--- src/design/lgs_ram.sv ---
// ----------------------------------------------------------------------------
// lgs_ram: generic single-write, single-read RAM
// One write port and one read port with registered read data.
// ----------------------------------------------------------------------------
module lgs_ram #(
	parameter int unsigned WIDTH = 8,
	parameter int unsigned DEPTH = 64
) (
	input  logic                     clk,
	input  logic                     we,
	input  logic [$clog2(DEPTH)-1:0] waddr,
	input  logic [WIDTH-1:0]         wdata,
	input  logic [$clog2(DEPTH)-1:0] raddr,
	output logic [WIDTH-1:0]         rdata
);

	logic [WIDTH-1:0] mem [DEPTH];

	always_ff @(posedge clk) begin
		if (we) begin
			mem[waddr] <= wdata;
		end
		rdata <= mem[raddr];
	end

endmodule

--- config.mk ---
export PLATFORM = sky130hd
export DESIGN_NAME = lgs_ram
export DESIGN_NICKNAME = d
export VERILOG_FILES = /design/src/design/lgs_ram.sv
export SDC_FILE = /design/constraint.sdc
export NUM_CORES = 1
export LEC_CHECK = 0
export ABC_AREA = 1
export CAP_MARGIN = 20
export CORE_ASPECT_RATIO = 1.4
export CORE_MARGIN = 1
export CORE_UTILIZATION = 25
export CTS_CLUSTER_DIAMETER = 50
export DETAILED_ROUTE_END_ITERATION = 10
export DONT_BUFFER_PORTS = 1
export GPL_TIMING_DRIVEN = 0
export SLEW_MARGIN = 15
export SYNTH_ARGS = -nofsm -noshare
export SYNTH_HDL_FRONTEND = slang
export SYNTH_SLANG_ARGS = --single-unit
--- constraint.sdc ---
create_clock -name clk -period 5.76 [get_ports clk]
set_clock_uncertainty 0.2 [all_clocks]
set_input_delay 0.576 -clock clk [delete_from_list [all_inputs] [get_ports clk]]
set_output_delay 0.576 -clock clk [all_outputs]
set_load 0.1 [all_outputs]
# Yosys cells after proc, flatten, opt, wreduce, memory -nomap -nowiden
# Memories as Yosys holds them, arrays and structs flattened. A register that Yosys moved wholly into a read port is not among the register bits.
# Cells that the tools add are included.
dict set report word_totals {
  out_inout_bits 8
  word_cells 3
  regBits 0
  n_memories 1
  ram_bits 512
  input_bits 22
}
dict set report op_classes {
  n_mux 2
}
# memory depth word_bits read_ports rd_clocked_by_memory_dff write_ports line_no
set mem_list {}
lappend mem_list {mem 64 8 1 1 1 17} ;# logic [WIDTH-1:0] mem [DEPTH];
# operator n
set ops {}
lappend ops {{two-way mux 1 bit} 2}

# Logic depth before layout (Yosys ltp)
dict set report logic_depth {
  depth_word 2
  ltp_mapped 12
  depth_no_buf 9
}

# Least setup slack after synthesis
# Ideal clock, no wire load.
dict set report synth_timing {
  path_type {input to register}
  from {input port we}
  to {memory mem[48][0] (enable)}
  n_path_buf 1
  t_required_ps 5165
  setup_time_ps 395
  arrival_ps 1947
  setup_slack_ps 3218
  path_stages 3
  path_cell_list {clkbuf_1 nand4_1 nor4_1}
}
dict set report synth_via {
  elab_chain_cells 2
}
# element line_no
set synth_rtl {}
lappend synth_rtl {{from (decl)} 10} ;# input logic we,
lappend synth_rtl {{two-way mux 1 bit} 20} ;# if (we) begin
lappend synth_rtl {{two-way mux 1 bit (not written as such)} 21} ;# mem[waddr] <= wdata;
lappend synth_rtl {{to (decl)} 17}
# Every way passes these cells.

# Final worst setup path
dict set report layout_timing {
  from {input port waddr[1]}
  to {memory mem[41][2] (enable)}
}
# element line_no
set layout_lines {}
lappend layout_lines {{from (decl)} 11} ;# input logic [$clog2(DEPTH)-1:0] waddr,
# Straight into the memory's write port.

==> metrics.cfg <==
[critical_path]
worstPathRequired_ns = 5.75
path_cells = clkbuf_1 -> inv_1 -> nand4_1 -> nor2_1
ff2ff_path_depth = 8
crit_fanout = 9
cp-end-kind = flop
path_delay_family = simple AND/OR/NAND/NOR gates
slowest_stage = nor2_1
start_kind = input port
critPathBufInv = 2
crit_type = input port to flop
crit_arrival_ns = 2.78
worst-path-stages = 4
cp_slowest_stage_delay_ns = 1.04

[cts]
clock_latency_ns = 0.59
cts_buffers = 48
cts_num_sinks = 520
root_buffer = clkbuf_16
h-tree-depth = 2
cts_setup_buffers = 0
cts_buffer_depth = 3
cts_tree = yes
clk_pin_slew_ns = 0.06

[floorplan]
chipHeight_um = 348
dieArea_um2 = 86500
core_area_um2 = 84300
row_count = 126
start_util_pct = 25.3
io_pins = 30
die_w_um = 249

[sta]
final.setup.tns_ns = 0
rsz0062_at_grt = false
post-route-min-period_ns = 2.80
post-route-period-util_pct = 48.6
setup_viol = 0
fmax_mhz = 357
worstMarginPinSlew_ns = 1.05
relSlewSlack_pct = 29.6
hold_viol = 0
slew_violations = 0
whs_ns = 0.168

[detailed_routing]
first_iter_violations = 1458
routed_via_density = 4.73
wl_per_cell_um = 21.6
remaining_drc_errors = 0
routed-via-count = 14200
wirelength_um = 64900
drtPass1Iterations = 6
drtAntennaViolNets = 0

[run]
cap_viol_max_count = 0

[power_and_ir_drop]
power_density_nw_per_um2 = 329
p_leak_uw = 0.00868
max-vdd-ir-drop_uv = 293

[synthesis]
netlist_area_um2 = 21300
syn_nets = 1827
avgSynthCellArea_um2 = 11.8
ys_seq_area_share_pct = 72.8
ys_warn_count = 0
synth-seq-cells = 520
synthDistinctLibCells = 16
syn_inst = 1805

[final_layout]
num-fill-cells = 8484
nNetsFinal = 1893
syn_to_final_growth_pct = 15.6
utilization_pct = 29.3
drive_above_1_share_pct = 10.3
multi_input_area_um2 = 5000
stdcell_count = 2999
regArea_um2 = 15500

[grt]
grt_max_degree = 65
grt_pass1_vias = 13800
overflow = 0
grt_pass1_wl_um = 93800
grt_usage_pct = 14.8
antenna_found_initial = 2

[placement]
place_inst = 2901
place_congestion = 0.928
dp_hpwl_um = 44200
portBuffers = 0

[worst_hold_path]
hold_path_class = input port to flop
hold_depth = 1

[run_status]
outcome = finished clean

==> logic make-up after synthesis <==
kind of cell,after synthesis,share of synthesized area (%)
buffers and inverters,125,4.02
flip-flops,520,72.8
AND/OR/NAND/NOR,1160,23.2
==> flip-flops by register name, summed over array words and instances (netlist names) <==
name	count
rdata	8
mem	512
==> per-stage QoR <==
step                instance area [um2]  worst slack (ns)  total power, uW
detailed placement                22800              2.38             4810
floorplan                         21300              3.22             4620
global route                      24700              2.84             8320
global placement                  22700              2.35             4810
finish                            24700              2.96             8120
CTS                               24700              2.98             8140
==> metal layers <==
layer  global-route usage (%)  routed length (um)  share of wire, %  up-vias
met5                        0                  13             0.020        -
met1                     17.2               24500                38     6934
met4                     8.67                4000               6.2        2
met3                     1.89                4000               6.2      166
met2                     26.1               32400                50      596
li1                         -                   -                 -     6498
==> final timing paths <==
path / from / to / slack (ns)
worst max-delay path: waddr[1] / mem[41][2] / 2.96
worst min-delay path: wdata[2] / mem[58][2] / 0.17
worst max register to register: mem[51][4] / rdata[4] / 4.09
worst min register to register: mem[16][0] / rdata[0] / 0.70
==> area by class of cell <==
| class | count | share of cell area [%] |
|---|---|---|
| diodes | 2 | 0.0203 |
| repair buffers | 16 | 1.10 |
| well taps | 1088 | 5.52 |
| clock inverters | 32 | 1.27 |
| clock buffers | 56 | 5.42 |
| plain buffers | 113 | 3.28 |
| flip-flops and latches | 520 | 63.0 |
| inverters | 12 | 0.203 |
| multi-input cells | 1160 | 20.2 |
==> worst register-to-register path: stages, from the launching register on <==
cell and delay [ns]:
edfxtp_1 0.36, nand2_1 0.07, nand3_1 0.10, nand3_1 0.25, nand2_1 0.10, nand2_1 0.06, nand3_1 0.08, nand3_1 0.16
nand2_1 0.14
==> Yosys cell counts, drive strengths merged <==
library cell  number  area [um2]
nand2            648        2430
edfxtp           512       15400
nand3            439        2200
buf               98         752
nor2              56         210
clkbuf            15        56.3
inv               12        50.1
nand4              9        56.3
dfxtp              8         160
nor4               8        50.1
==> placed cells by master, fill, tap and decap left out <==
cell type,Yosys,layout
nand3_1,439,439
clkinvlp_4,0,3
clkinv_1,0,3
clkbuf_1,15,18
clkinv_4,0,4
dfxtp_1,8,8
inv_8,0,2
bufinv_16,0,4
diode_2,0,2
buf_8,2,2
inv_6,1,1
nand4_1,9,9
nor4_2,0,8
inv_1,10,10
clkbuf_16,0,53
inv_2,1,1
buf_16,0,8
clkinv_8,0,2
buf_4,14,18
nand2_1,648,648
nor2_1,56,56
edfxtp_1,512,512
clkinv_2,0,14
buf_1,10,10
buf_6,35,35
buf_2,37,41
==> repair_timing <==
action                                 4_1_cts  5_1_grt
gates resized for setup                      0        0
hold buffers                                 8        0
endpoints found under the hold margin      512        0
==> power breakdown <==
part	switching [uW]	leakage [uW]	internal (uW)	total [uW]
clock	1440	0.000815	1860	3300
combinational	422	0.00319	150	572
sequential	62.9	0.00467	4180	4250
Note: power is estimated with default switching activity, not from simulation.
