$ cat config.mk
export PLATFORM = sky130hd
export DESIGN_NAME = lgs_step_unit
export DESIGN_NICKNAME = d
export VERILOG_FILES = /design/src/design/lgs_pkg.sv /design/src/design/lgs_step_unit.sv
export SDC_FILE = /design/constraint.sdc
export NUM_CORES = 1
export LEC_CHECK = 0
export BUFFER_PORTS_ARGS = -buffer_cell sky130_fd_sc_hd__buf_2
export CAP_MARGIN = 20
export CELL_PAD_IN_SITES_DETAIL_PLACEMENT = 0
export CELL_PAD_IN_SITES_GLOBAL_PLACEMENT = 1
export CORE_ASPECT_RATIO = 0.75
export CORE_UTILIZATION = 36
export DETAILED_ROUTE_END_ITERATION = 8
export GPL_TIMING_DRIVEN = 0
export PLACE_DENSITY = 0.86
export SLEW_MARGIN = 30
export SYNTH_ARGS = -nofsm -noshare
export SYNTH_HDL_FRONTEND = slang
export SYNTH_SLANG_ARGS = --single-unit
$ cat constraint.sdc
create_clock -name vclk -period 8.1
set_input_delay 1.215 -clock vclk [all_inputs]
set_output_delay 1.215 -clock vclk [all_outputs]
set_load 0.005 [all_outputs]
$ cat src/design/lgs_pkg.sv
// ----------------------------------------------------------------------------
// lgs_pkg: shared types and constants of the LDA Gibbs topic sampler
// Widths of the count stores and the arithmetic, sequencer states, step-unit
// operations and configuration register indexes.
// ----------------------------------------------------------------------------
package lgs_pkg;

	localparam int unsigned TOPIC_W    = 6;
	localparam int unsigned KUSE_W     = 7;
	localparam int unsigned WORD_W     = 14;
	localparam int unsigned DOC_W      = 10;
	localparam int unsigned SLOT_W     = 18;
	localparam int unsigned CNT_W      = 19;
	localparam int unsigned FRAC_W     = 32;
	localparam int unsigned OPND_W     = 36;
	localparam int unsigned VBETA_W    = 39;
	localparam int unsigned TOTAL_W    = 38;
	localparam int unsigned DEN_W      = 40;
	localparam int unsigned NUM_W      = 52;
	localparam int unsigned ACC_W      = 49;
	localparam int unsigned STEP_W     = 6;
	localparam int unsigned TWC_AW     = 20;
	localparam int unsigned DTC_AW     = 16;
	localparam int unsigned MAX_TOPICS = 64;
	localparam int unsigned MAX_DOCS   = 1024;
	localparam int unsigned MAX_TOKENS = 262144;
	localparam int unsigned TWC_DEPTH  = 1048576;
	localparam int unsigned DTC_DEPTH  = 65536;
	localparam int unsigned CFG_IDX_W  = 2;
	localparam int unsigned CFG_DATA_W = 24;
	localparam int unsigned S_DATA_W   = 80;
	localparam int unsigned M_DATA_W   = 8;

	localparam logic [CNT_W-1:0] COUNT_MAX = '1;
	localparam logic [ACC_W-1:0] ACC_SAT   = {1'b1, 48'd0};
	localparam logic [STEP_W-1:0] DIV_STEPS_M1 = 6'd51;
	localparam logic [STEP_W-1:0] FRAC_STEPS_M1 = 6'd31;

	localparam logic OP_INIT     = 1'b0;
	localparam logic OP_RESAMPLE = 1'b1;

	localparam logic [CFG_IDX_W-1:0] CFG_TOPIC_COUNT = 2'd0;
	localparam logic [CFG_IDX_W-1:0] CFG_VOCAB_SIZE  = 2'd1;
	localparam logic [CFG_IDX_W-1:0] CFG_ALPHA       = 2'd2;
	localparam logic [CFG_IDX_W-1:0] CFG_BETA        = 2'd3;

	localparam logic [KUSE_W-1:0]     RST_TOPIC_COUNT = 7'd64;
	localparam logic [WORD_W:0]       RST_VOCAB_SIZE  = 15'd16384;
	localparam logic [CFG_DATA_W-1:0] RST_ALPHA       = 24'd51200;
	localparam logic [CFG_DATA_W-1:0] RST_BETA        = 24'd6554;

	typedef enum logic [1:0] {
		STEP_DIV,
		STEP_MUL,
		STEP_RSH
	} step_op_t;

	typedef struct packed {
		step_op_t          op;
		logic              in_bit;
		logic [ACC_W-1:0]  acc;
		logic [DEN_W-1:0]  rem;
		logic [DEN_W-1:0]  operand;
	} step_req_t;

	typedef struct packed {
		logic [ACC_W-1:0]  acc;
		logic [DEN_W-1:0]  rem;
		logic              q_bit;
	} step_res_t;

	typedef enum logic [4:0] {
		ST_CLEAR,
		ST_IDLE,
		ST_TOK_RD,
		ST_TOK_LD,
		ST_DEC_RD,
		ST_DEC_WR,
		ST_W_RD,
		ST_W_LD,
		ST_DIV,
		ST_MUL,
		ST_W_ACC,
		ST_FRAC,
		ST_SCAN_RD,
		ST_SCAN_CMP,
		ST_INC_RD,
		ST_INC_WR,
		ST_DONE
	} lgs_state_t;

endpackage

$ cat src/design/lgs_step_unit.sv
// ----------------------------------------------------------------------------
// lgs_step_unit: shared bit-serial arithmetic step
// One adder serves a restoring divide step, a saturating shift-add multiply
// step and a shift-right accumulate step for fractional scaling.
// ----------------------------------------------------------------------------
module lgs_step_unit (
	input  lgs_pkg::step_req_t req,
	output lgs_pkg::step_res_t res
);

	logic [49:0] x;
	logic [49:0] y;
	logic        sub;
	logic [50:0] sum;
	logic [40:0] shifted;

	always_comb begin
		shifted = {req.rem, req.in_bit};
		x = '0;
		y = '0;
		sub = 1'b0;
		case (req.op)
			lgs_pkg::STEP_DIV: begin
				x = 50'(shifted);
				y = 50'(req.operand);
				sub = 1'b1;
			end
			lgs_pkg::STEP_MUL: begin
				x = {req.acc, 1'b0};
				y = req.in_bit ? 50'(req.operand) : '0;
			end
			lgs_pkg::STEP_RSH: begin
				x = 50'(req.acc);
				y = req.in_bit ? 50'(req.operand) : '0;
			end
			default: begin
			end
		endcase

		sum = {1'b0, x} + {1'b0, (sub ? ~y : y)} + 51'(sub);

		// For a divide step the carry out says the partial remainder covers
		// the divisor.
		res.q_bit = sum[50];
		res.rem = sum[50] ? sum[39:0] : shifted[39:0];

		case (req.op)
			lgs_pkg::STEP_MUL: res.acc = (sum[50:48] != 3'd0) ? lgs_pkg::ACC_SAT : sum[48:0];
			lgs_pkg::STEP_RSH: res.acc = sum[49:1];
			default:           res.acc = req.acc;
		endcase
	end

endmodule
Word level (Yosys, flattened, before mapping)
Cells that the tools add are included.
{ "totals": {"register_bits": 0, "latchBits": 0, "ram_bits": 0, "romBits": 0, "inputBits": 132, "out_inout_bits": 90, "elab_cells": 16, "memories": 0} }
{ "classes": {"n_addsub": 2, "n_mul": 0, "div_mod_pow": 0, "magnitude_cmp": 0, "eq_ne": 2, "shifts": 0, "muxes": 8, "bitwise_logic": 1, "n_reduce_logical": 3} }
{ "op_table": {"columns": ["cell", "n"], "rows": [
  ["50-bit one-hot mux with 3 select lines", 1],
  ["49-bit one-hot mux with 2 select lines", 1],
  ["40-bit 2-to-1 mux", 2],
  ["40-bit one-hot mux with 2 select lines", 1],
  ["50-bit by 50-bit adder with 51-bit output", 1],
  ["51-bit by 1-bit adder with 51-bit output", 1],
  ["50-bit 2-to-1 mux", 1],
  ["50-bit NOT", 1],
  ["49-bit 2-to-1 mux", 1],
  ["3-bit nonzero test", 1],
  ["2-bit by 1-bit equality test with 1-bit output (second input constant)", 1],
  ["2-bit equality test (second input constant)", 1],
  ["2-bit zero test", 1],
  ["2-bit OR reduction", 1],
  ["1-bit 2-to-1 mux", 1]
]} }

Depth between registers and ports, before layout
{ "depth": {"depth_word": 10, "ltp_mapped": 23} }

Least setup slack after synthesis
OpenSTA, ideal clock, no wires.
{ "synth_timing": {"path_kind": "in2out", "start": "input req[130] in the netlist's numbering", "end": "output res[72] in the netlist's numbering", "t_arrival_ns": 5.552, "setup_slack_ns": 1.333, "stages": 22, "path_buffers": 6, "cell_sequence": "inv_1 > ha_1 > clkbuf_1 > a21oi_1 > nor2_1 > clkbuf_1 > buf_1 > nand2_1 > xnor2_1 > ha_1 > clkbuf_1 > o21ai_1 > o211ai_1 > a221o_1 > a32oi_2 > a211oi_1 > or4_4 > and2_4 > buf_6 > buf_6 > a32oi_1 > a21oi_1"} }
{ "synth_lines": {"columns": ["item", "line", "text"], "rows": [
  ["start: declaration", "lgs_step_unit.sv:7", "input lgs_pkg::step_req_t req,"],
  ["end: declaration", "lgs_step_unit.sv:8", "output lgs_pkg::step_res_t res"]
]} }

==> metrics.txt <==
number of DRC markers in iteration 0 approximately 1.0k; Met3 Wirelength roughly 3 mm; Cell Pwr Density a little over 100 nW/um2; grt ovf 0; top-area cell type share of the netlist area 0.109; Top Metal Used met4; fraction of the mapped netlist area in compound gates 0.392; Syn. warnings 0; mux cell area share after synthesis 0.0754; WL/cell 20.2 um; WL met1 13.1 mm; WHS between 2 and 3 ns; Post-Route WL ~27 mm; capture point of the worst path res[66]; Yosys top cell by area ha_1; largest family of logic cells by synthesized area compound AO/OA/AOI/OAI gates; RSZ-0062 raised after global routing no; crit path time final between 7 and 8 ns; post-synthesis xor/xnor area fraction 0.110; Die ar. around 17000 um2; Startpoint Class primary input; Yosys cell types 73; clock tree buffer count of the final layout 0; max-slew violation count 0; GR Util All Layers 0.300; DP HPWL 22.2 mm; Rel. slew slack 0.375; CP arrival 6.35 ns; Ports between 200 and 250; Rows 40; crit path from req[130]; post-synthesis sequential area ratio 0; P&R area growth vs syn 22.5%; CP Class primary input to output port; synthesized area approximately 6100 um2; Buffers on Ports approximately 220; First-pass DRT Iterations 8; Seq cells 0; Post-Synth Adder-Cell Area 0.112; setup TNS 0 ns; Final Cycle Share 0.934; share of layout cells above drive strength 1 0.265; nets 1337; outcome finished, violations left; maximum vdd drop between 30 and 40 uV; max-cap violations 0; crit end category output port; Synth Area in Simple Gates 0.231; gpl congestion between 0.9 and 1; syn_nets approximately 1.1k; metal2 WL about 11 mm; total number of vias 8422; commonest non-fill, non-tap cell in the layout buf_2; final setup fails 0; initial antenna violation count 0; DRT antenna net count 0; Gate Count Post-Synth between 900 and 1k; Worst Path Max Fanout 19; Setup Buffers After CTS 0; HP Class primary input to output port; syn avg cell area 6.56 um2; DR vias/cell slightly above 6; CP Data Required Time 6.88 ns; most frequent cells in the layout 233 x buf_2, 139 x nor2_1, 96 x a21oi_1; final hold vios 0; Worst-Margin Slew 0.937 ns; Synth area leaders ha_1 11%, xnor2_1 9.0%, nor2_1 8.5%, a21oi_1 7.9%, mux2_2 7.4%; area of the core around 16000 um2; global-route wire length before repair between 40 and 50 mm; failing checks DRC; ANT cells 0; largest net degree at the start of global routing 20; Initial Utilization 0.374; vias in the first global route ~7.7k; die height between 100 and 150 um; FF/Latch Area 0 um2; Leak between 3 and 4 nW; die width between 150 and 200 um; Fmax 132 MHz; Post-route DRC 16
what timing repair did:
action / CTS / global route
hold buffers: 0 / 0
resized for setup: 2 / 9
setup endpoints to repair: 86 / 87
gates cloned: 0 / 0
cell families after synthesis:
| family | after synthesis |
|---|---|
| and+or+nand+nor | 320 |
| muxes | 41 |
| adders and majority gates | 54 |
| xor gates and xnor gates | 77 |
| AOI/OAI and AO/OA | 332 |
| buffers and inverters | 106 |
routing by layer:
metal  up-vias  track usage
met5         -            0
met4         0       0.0653
met3        32       0.0313
met2       485        0.442
met1      3909        0.460
li1       3996            -
Yosys cell counts (9+ instances only):
library cell and instances:
nand4_1 15, mux2_2 40, a22oi_1 9, a32oi_1 44
a31oi_1 9, buf_2 11, xor2_1 14, clkbuf_1 53
nor3_1 20, inv_1 23, xnor2_1 63, nand2_1 94
a21o_1 14, nor2_1 139, nand3_1 13, a222oi_1 39
ha_1 53, a21oi_1 96, o21ai_0 32
power by group:
| group | switching (mW) | internal, mW | leakage (nW) |
|---|---|---|---|
| sequential | 0 | 0 | 0 |
| combinational | 0.469 | 0.289 | 3.34 |
| clock | 0 | 0 | 0 |
area by class of cell:
type,count,area (um2)
fillers,1789,8840
multi-input cells,824,5630
repair buffers,222,1110
plain buffers,80,392
well taps,210,263
inverters,23,86.3
worst max-delay path, stage by stage:
cell and delay [ns]:
buf_2 0.12, inv_1 0.07, ha_2 0.47, a21oi_1 0.12, nor2_1 0.19, clkbuf_4 0.37
nand2_1 0.12, xnor2_1 0.14, ha_1 0.31, clkbuf_1 0.29, nand4_1 0.25, nor2_1 0.22
o2111a_1 0.34, o211ai_1 0.27, nor4b_1 0.24, or4_4 0.58, and2_4 0.18, buf_6 0.16
buf_6 0.15, a32oi_1 0.24, a21oi_1 0.12, buf_2 0.17
worst min-delay path by stage:
stage | start | endpoint | slack (ns) | cells after the start
after floorplan | req[128] | res[89] | 2.54 | 1
after global placement | req[54] | res[16] | 2.74 | 3
after detailed placement | req[67] | res[29] | 2.74 | 3
after global routing | req[50] | res[12] | 2.75 | 3
final | req[54] | res[16] | 2.74 | 3
after CTS | req[54] | res[16] | 2.74 | 3
metrics by stage:
| stage | instances | area, um2 | total power [mW] | util | worst slack [ns] |
|---|---|---|---|---|---|
| 2_1_floorplan | 930 | 6100 | 0.493 | - | 1.33 |
| 3_3_place_gp | 1362 | 7480 | 0.734 | 0.458 | -0.335 |
| 6_report | 1359 | 7480 | 0.759 | 0.458 | 0.537 |
| 4_1_cts | 1361 | 7480 | 0.741 | 0.458 | 0.0831 |
| 3_5_place_dp | 1362 | 7480 | 0.737 | 0.458 | -0.332 |
| 5_1_grt | 1359 | 7480 | 0.827 | 0.458 | 0.253 |
Note: power is estimated with default switching activity, not from simulation.
